[config.mk]
export PLATFORM = sky130hd
export DESIGN_NAME = mve_mul
export DESIGN_NICKNAME = d
export VERILOG_FILES = /design/src/mve_pkg.sv /design/src/mve_mul.sv
export SDC_FILE = /design/constraint.sdc
export NUM_CORES = 2
export LEC_CHECK = 0
export BUFFER_PORTS_ARGS = -buffer_cell sky130_fd_sc_hd__buf_4
export CORE_MARGIN = 2
export CORE_UTILIZATION = 31
export CTS_CLUSTER_DIAMETER = 40
export CTS_CLUSTER_SIZE = 28
export DETAILED_ROUTE_END_ITERATION = 8
export GPL_TIMING_DRIVEN = 0
export HOLD_SLACK_MARGIN = 0.03
export SYNTH_ARGS = -nofsm -noshare
export SYNTH_HDL_FRONTEND = slang
export SYNTH_SLANG_ARGS = --single-unit
[constraint.sdc]
create_clock -name clk -period 22.1 [get_ports clk]
set_clock_uncertainty 0.1 [all_clocks]
set_input_delay 2.21 -clock clk [delete_from_list [all_inputs] [get_ports clk]]
set_output_delay 2.21 -clock clk [all_outputs]
set_load 0.01 [all_outputs]
[src/mve_pkg.sv]
// shared types, constants and the microcode table of the vertex energy block
// no dependencies
package mve_pkg;

  typedef enum logic [2:0] {
    OP_ADD  = 3'd0,
    OP_SUB  = 3'd1,
    OP_MUL  = 3'd2,
    OP_HALF = 3'd3,
    OP_TST  = 3'd4,
    OP_TOR  = 3'd5,
    OP_END  = 3'd6
  } op_t;

  typedef struct packed {
    op_t        op;
    logic [3:0] dst;
    logic [4:0] sa;
    logic [4:0] sb;
    logic       ctype;  // 0 global word, 1 per-type word
    logic [3:0] coff;
    logic       guard;  // skipped when the test flag is clear
  } instr_t;

  // operand codes: 0..15 scratch slots
  localparam logic [4:0] S0  = 5'd0;
  localparam logic [4:0] S1  = 5'd1;
  localparam logic [4:0] S2  = 5'd2;
  localparam logic [4:0] S3  = 5'd3;
  localparam logic [4:0] S4  = 5'd4;
  localparam logic [4:0] S5  = 5'd5;
  localparam logic [4:0] S6  = 5'd6;
  localparam logic [4:0] S7  = 5'd7;
  localparam logic [4:0] S8  = 5'd8;
  localparam logic [4:0] S9  = 5'd9;
  localparam logic [4:0] S10 = 5'd10;
  localparam logic [4:0] O_C1 = 5'd16;
  localparam logic [4:0] O_C2 = 5'd17;
  localparam logic [4:0] O_SZ = 5'd18;
  localparam logic [4:0] O_DC = 5'd19;
  localparam logic [4:0] O_DS = 5'd20;
  localparam logic [4:0] O_FC = 5'd21;
  localparam logic [4:0] O_CF = 5'd22;

  localparam logic CG = 1'b0;
  localparam logic CT = 1'b1;
  localparam logic NG = 1'b0;
  localparam logic GD = 1'b1;

  localparam logic [3:0] G_KAPPA   = 4'd0;
  localparam logic [3:0] G_KAPPAG  = 4'd1;
  localparam logic [3:0] G_C0      = 4'd2;
  localparam logic [3:0] G_KVA     = 4'd3;
  localparam logic [3:0] G_AV0     = 4'd4;
  localparam logic [3:0] G_FIELD   = 4'd5;
  localparam logic [3:0] G_LAMBDA  = 4'd6;
  localparam logic [3:0] G_KGEDGE  = 4'd7;
  localparam logic [3:0] G_KNEDGE  = 4'd8;
  localparam logic [3:0] G_KVAEDGE = 4'd9;
  localparam logic [3:0] G_AV0EDGE = 4'd10;
  localparam logic [3:0] T_K       = 4'd0;
  localparam logic [3:0] T_KG      = 4'd1;
  localparam logic [3:0] T_K1      = 4'd2;
  localparam logic [3:0] T_K2      = 4'd3;
  localparam logic [3:0] T_C0      = 4'd4;
  localparam logic [3:0] T_C1      = 4'd5;
  localparam logic [3:0] T_C2      = 4'd6;
  localparam logic [3:0] T_ELAMBDA = 4'd7;
  localparam logic [3:0] T_EKN     = 4'd9;
  localparam logic [3:0] T_ECN     = 4'd10;
  localparam logic [3:0] C_NONE    = 4'd0;

  localparam logic [6:0] PC_SURF     = 7'd0;
  localparam logic [6:0] PC_SURF_INC = 7'd14;
  localparam logic [6:0] PC_EDGE     = 7'd53;
  localparam logic [6:0] PC_EDGE_INC = 7'd66;

  localparam logic signed [63:0] LIM     = 64'sh3FFF_FFFF_FFFF_FFFF;
  localparam logic signed [63:0] OUT_MAX = 64'sh0000_7FFF_FFFF_FFFF;
  localparam logic signed [63:0] OUT_MIN = -64'sh0000_8000_0000_0000;

  localparam int COEF_DEPTH = 256;
  localparam int SLOT_DEPTH = 16;

  function automatic instr_t mk(input op_t op, input logic [4:0] dst, input logic [4:0] sa,
                                input logic [4:0] sb, input logic ct, input logic [3:0] co,
                                input logic g);
    instr_t r;
    r.op    = op;
    r.dst   = dst[3:0];
    r.sa    = sa;
    r.sb    = sb;
    r.ctype = ct;
    r.coff  = co;
    r.guard = g;
    return r;
  endfunction

  function automatic instr_t prog_rom(input logic [6:0] pc);
    instr_t r;
    case (pc)
      // surface, membrane rigidities
      7'd0:  r = mk(OP_ADD,  S0, O_C1, O_C2, CG, C_NONE, NG);
      7'd1:  r = mk(OP_MUL,  S1, O_C1, O_C2, CG, C_NONE, NG);
      7'd2:  r = mk(OP_SUB,  S2, S0,   O_CF, CG, G_C0, NG);
      7'd3:  r = mk(OP_MUL,  S2, S2,   S2,   CG, C_NONE, NG);
      7'd4:  r = mk(OP_MUL,  S3, O_CF, S2,   CG, G_KAPPA, NG);
      7'd5:  r = mk(OP_MUL,  S4, O_CF, S1,   CG, G_KAPPAG, NG);
      7'd6:  r = mk(OP_SUB,  S3, S3,   S4,   CG, C_NONE, NG);
      7'd7:  r = mk(OP_MUL,  S5, S3,   O_SZ, CG, C_NONE, NG);
      7'd8:  r = mk(OP_TST,  S0, O_CF, S0,   CG, G_KVA, NG);
      7'd9:  r = mk(OP_SUB,  S6, O_SZ, O_CF, CG, G_AV0, GD);
      7'd10: r = mk(OP_MUL,  S6, S6,   S6,   CG, C_NONE, GD);
      7'd11: r = mk(OP_MUL,  S6, O_CF, S6,   CG, G_KVA, GD);
      7'd12: r = mk(OP_ADD,  S5, S5,   S6,   CG, C_NONE, GD);
      7'd13: r = mk(OP_END,  S0, S5,   S5,   CG, C_NONE, NG);
      // surface with inclusion
      7'd14: r = mk(OP_ADD,  S0, O_C1, O_C2, CG, C_NONE, NG);
      7'd15: r = mk(OP_MUL,  S1, O_C1, O_C2, CG, C_NONE, NG);
      7'd16: r = mk(OP_SUB,  S2, S0,   O_CF, CT, T_C0, NG);
      7'd17: r = mk(OP_MUL,  S2, S2,   S2,   CG, C_NONE, NG);
      7'd18: r = mk(OP_HALF, S3, O_CF, S0,   CT, T_K, NG);
      7'd19: r = mk(OP_MUL,  S3, S3,   S2,   CG, C_NONE, NG);
      7'd20: r = mk(OP_MUL,  S4, O_CF, S1,   CT, T_KG, NG);
      7'd21: r = mk(OP_SUB,  S3, S3,   S4,   CG, C_NONE, NG);
      7'd22: r = mk(OP_MUL,  S5, S3,   O_SZ, CG, C_NONE, NG);
      7'd23: r = mk(OP_TST,  S0, O_CF, S0,   CT, T_K1, NG);
      7'd24: r = mk(OP_TOR,  S0, O_CF, S0,   CT, T_K2, NG);
      7'd25: r = mk(OP_MUL,  S6, O_DC, O_DC, CG, C_NONE, GD);
      7'd26: r = mk(OP_MUL,  S7, O_DS, O_DS, CG, C_NONE, GD);
      7'd27: r = mk(OP_MUL,  S8, O_C1, S6,   CG, C_NONE, GD);
      7'd28: r = mk(OP_MUL,  S9, O_C2, S7,   CG, C_NONE, GD);
      7'd29: r = mk(OP_ADD,  S8, S8,   S9,   CG, C_NONE, GD);
      7'd30: r = mk(OP_MUL,  S9, O_C2, S6,   CG, C_NONE, GD);
      7'd31: r = mk(OP_MUL,  S10, O_C1, S7,  CG, C_NONE, GD);
      7'd32: r = mk(OP_ADD,  S9, S9,   S10,  CG, C_NONE, GD);
      7'd33: r = mk(OP_SUB,  S8, S8,   O_CF, CT, T_C1, GD);
      7'd34: r = mk(OP_SUB,  S9, S9,   O_CF, CT, T_C2, GD);
      7'd35: r = mk(OP_MUL,  S8, S8,   S8,   CG, C_NONE, GD);
      7'd36: r = mk(OP_MUL,  S9, S9,   S9,   CG, C_NONE, GD);
      7'd37: r = mk(OP_MUL,  S8, O_CF, S8,   CT, T_K1, GD);
      7'd38: r = mk(OP_MUL,  S9, O_CF, S9,   CT, T_K2, GD);
      7'd39: r = mk(OP_ADD,  S8, S8,   S9,   CG, C_NONE, GD);
      7'd40: r = mk(OP_MUL,  S8, S8,   O_SZ, CG, C_NONE, GD);
      7'd41: r = mk(OP_HALF, S8, S8,   S8,   CG, C_NONE, GD);
      7'd42: r = mk(OP_ADD,  S5, S5,   S8,   CG, C_NONE, GD);
      7'd43: r = mk(OP_TST,  S0, O_CF, S0,   CG, G_FIELD, NG);
      7'd44: r = mk(OP_MUL,  S6, O_FC, O_FC, CG, C_NONE, GD);
      7'd45: r = mk(OP_MUL,  S6, O_CF, S6,   CG, G_FIELD, GD);
      7'd46: r = mk(OP_SUB,  S5, S5,   S6,   CG, C_NONE, GD);
      7'd47: r = mk(OP_TST,  S0, O_CF, S0,   CG, G_KVA, NG);
      7'd48: r = mk(OP_SUB,  S6, O_SZ, O_CF, CG, G_AV0, GD);
      7'd49: r = mk(OP_MUL,  S6, S6,   S6,   CG, C_NONE, GD);
      7'd50: r = mk(OP_MUL,  S6, O_CF, S6,   CG, G_KVA, GD);
      7'd51: r = mk(OP_ADD,  S5, S5,   S6,   CG, C_NONE, GD);
      7'd52: r = mk(OP_END,  S0, S5,   S5,   CG, C_NONE, NG);
      // edge, membrane line tension
      7'd53: r = mk(OP_MUL,  S0, O_C1, O_C1, CG, C_NONE, NG);
      7'd54: r = mk(OP_MUL,  S0, O_CF, S0,   CG, G_KGEDGE, NG);
      7'd55: r = mk(OP_MUL,  S1, O_C2, O_C2, CG, C_NONE, NG);
      7'd56: r = mk(OP_MUL,  S1, O_CF, S1,   CG, G_KNEDGE, NG);
      7'd57: r = mk(OP_ADD,  S0, S0,   S1,   CG, C_NONE, NG);
      7'd58: r = mk(OP_ADD,  S5, O_CF, S0,   CG, G_LAMBDA, NG);
      7'd59: r = mk(OP_MUL,  S5, S5,   O_SZ, CG, C_NONE, NG);
      7'd60: r = mk(OP_TST,  S0, O_CF, S0,   CG, G_KVAEDGE, NG);
      7'd61: r = mk(OP_SUB,  S6, O_SZ, O_CF, CG, G_AV0EDGE, GD);
      7'd62: r = mk(OP_MUL,  S6, S6,   S6,   CG, C_NONE, GD);
      7'd63: r = mk(OP_MUL,  S6, O_CF, S6,   CG, G_KVAEDGE, GD);
      7'd64: r = mk(OP_ADD,  S5, S5,   S6,   CG, C_NONE, GD);
      7'd65: r = mk(OP_END,  S0, S5,   S5,   CG, C_NONE, NG);
      // edge with inclusion
      7'd66: r = mk(OP_MUL,  S0, O_C1, O_C1, CG, C_NONE, NG);
      7'd67: r = mk(OP_MUL,  S0, O_CF, S0,   CG, G_KGEDGE, NG);
      7'd68: r = mk(OP_MUL,  S1, O_C2, O_C2, CG, C_NONE, NG);
      7'd69: r = mk(OP_MUL,  S1, O_CF, S1,   CG, G_KNEDGE, NG);
      7'd70: r = mk(OP_ADD,  S0, S0,   S1,   CG, C_NONE, NG);
      7'd71: r = mk(OP_ADD,  S5, O_CF, S0,   CT, T_ELAMBDA, NG);
      7'd72: r = mk(OP_MUL,  S5, S5,   O_SZ, CG, C_NONE, NG);
      7'd73: r = mk(OP_TST,  S0, O_CF, S0,   CT, T_EKN, NG);
      7'd74: r = mk(OP_MUL,  S6, O_DC, O_DC, CG, C_NONE, GD);
      7'd75: r = mk(OP_MUL,  S6, O_CF, S6,   CT, T_EKN, GD);
      7'd76: r = mk(OP_SUB,  S7, O_C2, O_CF, CT, T_ECN, GD);
      7'd77: r = mk(OP_MUL,  S7, S7,   S7,   CG, C_NONE, GD);
      7'd78: r = mk(OP_MUL,  S6, S6,   S7,   CG, C_NONE, GD);
      7'd79: r = mk(OP_MUL,  S6, S6,   O_SZ, CG, C_NONE, GD);
      7'd80: r = mk(OP_ADD,  S5, S5,   S6,   CG, C_NONE, GD);
      7'd81: r = mk(OP_TST,  S0, O_CF, S0,   CG, G_FIELD, NG);
      7'd82: r = mk(OP_MUL,  S6, O_FC, O_FC, CG, C_NONE, GD);
      7'd83: r = mk(OP_MUL,  S6, O_CF, S6,   CG, G_FIELD, GD);
      7'd84: r = mk(OP_SUB,  S5, S5,   S6,   CG, C_NONE, GD);
      7'd85: r = mk(OP_TST,  S0, O_CF, S0,   CG, G_KVAEDGE, NG);
      7'd86: r = mk(OP_SUB,  S6, O_SZ, O_CF, CG, G_AV0EDGE, GD);
      7'd87: r = mk(OP_MUL,  S6, S6,   S6,   CG, C_NONE, GD);
      7'd88: r = mk(OP_MUL,  S6, O_CF, S6,   CG, G_KVAEDGE, GD);
      7'd89: r = mk(OP_ADD,  S5, S5,   S6,   CG, C_NONE, GD);
      default: r = mk(OP_END, S0, S5,  S5,   CG, C_NONE, NG);
    endcase
    return r;
  endfunction

endpackage

[src/mve_mul.sv]
// fixed-point multiplier: 62x62 magnitude product from four 32x32 partials
// accumulated in turn, truncation toward zero and clipping; uses mve_pkg
module mve_mul
  import mve_pkg::*;
#(
  parameter int FRAC_BITS = 16
) (
  input  logic               clk,
  input  logic               rst_n,
  input  logic               start,
  input  logic signed [63:0] a,
  input  logic signed [63:0] b,
  output logic               done,
  output logic signed [63:0] res,
  output logic               clip
);

  logic [61:0]  ua_r, ub_r;
  logic         neg_r;
  logic [2:0]   step_r;
  logic         busy_r;
  logic [63:0]  prod_r;
  logic [1:0]   sh_r;
  logic [123:0] acc_r;
  logic         done_r;
  logic signed [63:0] res_r;
  logic         clip_r;

  logic [63:0]  abs_a, abs_b;
  logic [31:0]  pa, pb;
  logic [123:0] q;
  logic         q_clip;
  logic [63:0]  q_val;

  assign abs_a = a[63] ? 64'(-a) : 64'(a);
  assign abs_b = b[63] ? 64'(-b) : 64'(b);
  // step order: a0b0, a0b1, a1b0, a1b1
  assign pa = step_r[1] ? {2'b00, ua_r[61:32]} : ua_r[31:0];
  assign pb = step_r[0] ? {2'b00, ub_r[61:32]} : ub_r[31:0];
  assign q      = acc_r >> FRAC_BITS;
  assign q_clip = q > 124'(LIM);
  assign q_val  = q_clip ? 64'(LIM) : q[63:0];

  always_ff @(posedge clk) begin
    if (!rst_n) begin
      busy_r <= 1'b0;
      done_r <= 1'b0;
      step_r <= 3'd0;
    end else begin
      done_r <= 1'b0;
      if (start && !busy_r) begin
        busy_r <= 1'b1;
        step_r <= 3'd0;
      end else if (busy_r) begin
        step_r <= step_r + 3'd1;
        if (step_r == 3'd5) begin
          busy_r <= 1'b0;
          done_r <= 1'b1;
        end
      end
    end
  end

  always_ff @(posedge clk) begin
    if (start && !busy_r) begin
      ua_r  <= abs_a[61:0];
      ub_r  <= abs_b[61:0];
      neg_r <= a[63] ^ b[63];
      acc_r <= '0;
    end else if (busy_r) begin
      if (step_r <= 3'd3) begin
        prod_r <= pa * pb;
        sh_r   <= {1'b0, step_r[1]} + {1'b0, step_r[0]};
      end
      if (step_r >= 3'd1 && step_r <= 3'd4) begin
        acc_r <= acc_r + (124'(prod_r) << (7'd32 * 7'(sh_r)));
      end
      if (step_r == 3'd5) begin
        res_r  <= neg_r ? -$signed(q_val) : $signed(q_val);
        clip_r <= q_clip;
      end
    end
  end

  assign done = done_r;
  assign res  = res_r;
  assign clip = clip_r;

endmodule

=== Yosys cells after proc, flatten, opt, wreduce, memory -nomap -nowiden ===
Cells that the tools add are included.

* Flip-flop bits (word level): 385
* Output and inout bits: 66
* Logic and storage cells: 46

* Multipliers: 1
* Mux-type cells: 10
* Bitwise logic cells: 4
* Shift-type cells: 1
* Magnitude comparators: 4
* Add/subtract/negate cells: 6
* Reduce and logical (&&, ||, !) cells: 8
* Equal/unequal tests: 1

{| class="wikitable"
|+ Operators by type and width
! kind !! number
|-
| 64-bit two-way mux || 2
|-
| 124-bit adder || 1
|-
| 62-bit two-way mux || 2
|-
| 62-bit negator || 2
|-
| 64-bit by 7-bit left shift with 124-bit output || 1
|-
| 108-bit by 62-bit > comparator with 1-bit output, second input constant || 1
|-
| 32-bit by 32-bit multiplier with 64-bit output || 1
|-
| 32-bit two-way mux || 2
|-
| 64-bit negator || 1
|-
| 3-bit AND reduction || 2
|-
| 1-bit two-way mux || 4
|-
| 3-bit by 1-bit adder with 3-bit output, second input constant || 1
|-
| 3-bit == test, second input constant || 1
|-
| 3-bit by 1-bit >= comparator with 1-bit output, second input constant || 1
|-
| 3-bit by 2-bit less-or-equal comparator with 1-bit output, second input constant || 1
|-
| 3-bit less-or-equal comparator, second input constant || 1
|-
| 1-bit inverter || 3
|-
| 3-bit OR reduction || 1
|-
| 1-bit by 1-bit adder with 2-bit output || 1
|-
| 1-bit logical AND || 2
|-
| 2-bit AND reduction || 1
|-
| 2-bit OR reduction || 1
|-
| 1-bit zero test || 1
|-
| 1-bit XOR || 1
|}

=== Longest topological paths before layout ===
* Depth after elaboration: 4
* Depth in mapped cells: 34
* Depth with buffers taken out: 31

=== Worst setup path after synthesis ===
No wires, ideal clock.

* Path kind: reg-to-reg
* Start: register step_r[0]
* End: register prod_r[63], data pin
* Path slack: 12631 ps
* Library setup time: 264 ps
* Stages on the path, launching flop included: 33
* Arrival: 9106 ps
* Required time: 21736 ps
* Period minus slack after synthesis: 9469 ps
* Path through: dfxtp_1 -> clkbuf_1 -> clkbuf_1 -> mux2i_1 -> clkbuf_1 -> clkbuf_1 -> nor2_1 -> fa_1 -> fa_1 -> inv_1 -> fa_1 -> fa_1 -> inv_1 -> fa_1 -> fa_1 -> fa_1 -> inv_1 -> fa_1 -> inv_1 -> ha_1 -> clkbuf_1 -> a21o_1 -> a21oi_1 -> o311ai_0 -> a221o_1 -> nor2_1 -> nor3b_1 -> o21ai_0 -> nor4b_1 -> nor2_1 -> a221o_1 -> a221oi_1 -> xnor2_1

* Longest elaborated chain between the ends: 2

{| class="wikitable"
|+ Ends and longest elaborated chain
! element !! line !! text
|-
| start, declared || mve_mul.sv:20 || <nowiki>logic [2:0] step_r;</nowiki>
|-
| start signal, assigned || mve_mul.sv:55 || <nowiki>step_r <= step_r + 3'd1;</nowiki>
|-
| 32-bit two-way mux || mve_mul.sv:39 || <nowiki>assign pb = step_r[0] ? {2'b00, ub_r[61:32]} : ub_r[31:0];</nowiki>
|-
| 32-bit by 32-bit multiplier with 64-bit output || mve_mul.sv:72 || <nowiki>prod_r <= pa * pb;</nowiki>
|-
| end signal, assigned || mve_mul.sv:72 ||
|-
| end, declared || mve_mul.sv:22 || <nowiki>logic [63:0] prod_r;</nowiki>
|}

No other way between the ends.
A chain may end at the register's enable or synchronous reset.

=== Worst setup path after layout ===
Ends and elaborated chain as after synthesis.

==> results.json <==
{
  "overflow": 0,
  "timing.final.hold_violations": 0,
  "insertion_delay_ns": 0.70,
  "num-nets-final": 8324,
  "first_global_vias": 51100,
  "synth_seq_area_share_pct": 17.6,
  "r2r_cells": 31,
  "clockBufferDepth": 3,
  "gp_congestion": 1.07,
  "cp_data_required_time_ns": 22.38,
  "yosysTopAreaCellShare_pct": 30.8,
  "synthFlopType": "edfxtp_1",
  "synth_commonest_cells": "inv_1, fa_1, nor2_1",
  "hp-class": "reg -> reg",
  "ys_top_cells_by_area": "fa_1, edfxtp_1, ha_1",
  "worstHoldStart": "acc_r[9]",
  "fmax_mhz": 73.5,
  "vias": 50400,
  "cp-end-kind": "register",
  "coreArea_um2": 187000,
  "htreeDepth": 3,
  "violations": "capacitance limit, slew limit",
  "rows": 159,
  "die_height_um": 438,
  "synth_edf_count": 256,
  "cts_buffers": 66,
  "multi_input_area_um2": 43200,
  "netlist_area_um2": 58400,
  "worst-path-max-fanout": 10,
  "initial_core_util_pct": 31.1,
  "cts_root_buf": "clkbuf_16",
  "syn_nets": 8052,
  "r2r-start": "step_r[0]",
  "slew_headroom_pct": -5.32,
  "grt_pass1_wl_um": 346000,
  "antenna_found_initial": 9,
  "r2r_end": "prod_r[63]",
  "drive_gt1_share_pct": 6.28,
  "dr.pass1.iters": 6,
  "hold_depth": 2,
  "async_flop_share_pct": 0,
  "clkTransAtPathRegs_ns": 0.05,
  "synth_cell_types": 79,
  "yosys.area.top_type": "fa_1",
  "cts_tree": "done",
  "arrival_ns": 13.89,
  "num_io_pins": 197,
  "final-seq-area_um2": 10300,
  "grt_max_degree": 74,
  "max_stage_delay_ns": 1.27,
  "die_w_um": 438,
  "ant_nets": 0,
  "path_common_cell": "fa_1",
  "drc": 0,
  "drv_slew": 28,
  "cts_resized": 0,
  "vias_per_cell": 5.34,
  "wirelength_um": 240000,
  "status": "finished, violations left",
  "hpwl_um": 201000,
  "port_buffers": 192,
  "avgSynthCellArea_um2": 8.80,
  "fin_crit_sh_pct": 61.6,
  "wl_per_cell_um": 25.4,
  "min_to": "acc_r[9]",
  "cap_violations": 6,
  "synth_cells": 6631,
  "ff2ff_setup_slack_ns": 8.50,
  "tightest_slew_ns": 1.54,
  "area.growth.synth_to_final_pct": 12.3,
  "critPathLaunchType": "register",
  "rsz0062_at_grt": "no",
  "cts_hold_buf": 0,
  "fillerInstances": 19600,
  "fin_crit_ns": 13.60,
  "synth.most_common_cell": "inv_1",
  "final-setup-viol-count": 0,
  "die_area_um2": 192000,
  "grt_usage_pct": 24.7,
  "synth-seq-cells": 385,
  "cts.sink_count": 385,
  "worst-setup-path-type": "reg -> reg",
  "ys_warn_count": 0,
  "drt_iter0_drc": 4696,
  "tns_ns": 0,
  "crit_path_top_delay_cell": "mux2i_1",
  "post_cts_buffers": 0
}
-- final cells by class --
class                   count  area share, %
multi-input cells        4925           65.9
flip-flops and latches    385           15.7
inverters                 978           5.60
well taps                2495           4.76
clock buffers              68           2.55
repair buffers            204           2.49
plain buffers             343           1.97
clock inverters            51           1.00
diodes                      1        0.00382
-- per-layer routing --
metal	vias to the layer above	wire, µm	GRT usage [%]
met5	-	54	0
met4	8	17400	14.8
met3	625	21400	5.66
met2	2546	107000	39.4
met1	25100	94300	30.5
li1	22100	-	-
-- cell usage in the layout (no fill, tap or decap), drive strengths merged, types with 16 or more instances in the layout --
cell type and instances:
a21o 134, nor2b 56, and3 17, o31ai 65, nor3 52, edfxtp 256
nand2 779, o21a 28, buf 238, or3 50, a31oi 33, o311ai 19
ha 393, o21ai 214, inv 991, nand4 71, xnor2 239, clkbuf 377
fa 897, nand3 81, and2 41, o41ai 19, clkinv 23, xor2 75
a22o 32, nor2 838, or2 18, dfxtp 129, a211oi 16, nand2b 26
a21oi 331, mux2 59, mux2i 94, or4 38, nor4 34, o21bai 47
-- worst max-delay path: cells and delay by family, from the launching register on --
family,cells,cell delay (ns)
AOI/OAI and AO/OA,7,2.10
xor gates and xnor gates,1,0.35
adders and majority gates,9,4.79
buffers and inverters,8,2.90
DFF,1,0.37
muxes,1,1.27
and+or+nand+nor,5,1.39
-- how the worst max path moves through the flow --
stage | startpoint | endpoint | slack [ns] | cells past startpoint
2_1_floorplan | step_r[0] | prod_r[63] | 12.63 | 32
6_report | step_r[0] | prod_r[63] | 8.50 | 31
3_5_place_dp | step_r[1] | prod_r[63] | 8.77 | 31
5_1_grt | step_r[0] | prod_r[63] | 8.10 | 32
3_3_place_gp | step_r[1] | prod_r[63] | 8.76 | 33
4_1_cts | step_r[0] | prod_r[63] | 8.74 | 31
-- registers in the layout (all words and copies together), names as in the netlist --
name	cells
acc_r	124
busy_r	1
clip	1
done	1
neg_r	1
prod_r	64
res	64
sh_r	2
step_r	3
ua_r	62
ub_r	62
-- metrics by stage --
step / std cells / instance area [µm²] / util, % / hold slack (ns) / worst slack, ns
after floorplan: 6631 / 58400 / - / 0.336 / 12.63
after global placement: 9318 / 62900 / 33.6 / 0.346 / 8.76
after detailed placement: 9330 / 63200 / 33.7 / 0.355 / 8.77
after CTS: 9449 / 65500 / 35.0 / 0.361 / 8.74
after global routing: 9449 / 65500 / 35.0 / 0.385 / 8.10
final: 9450 / 65500 / 35.0 / 0.359 / 8.50
-- logic make-up (layout without fill, tap and decap cells) --
group,count (synthesis),count (layout),share of synthesized area (%)
XOR/XNOR,314,314,4.71
AO/OA/AOI/OAI,1042,1042,11.4
other,0,1,0
multiplexers,153,153,2.75
adder cells (fa/ha/maj),1290,1290,39.2
buffers and inverters,1321,1644,8.50
AND/OR/NAND/NOR,2126,2126,15.8
flip-flops,385,385,17.6
Power is not shown: default switching activity piles up to over one toggle a cycle in this logic, so the estimate is an artifact.
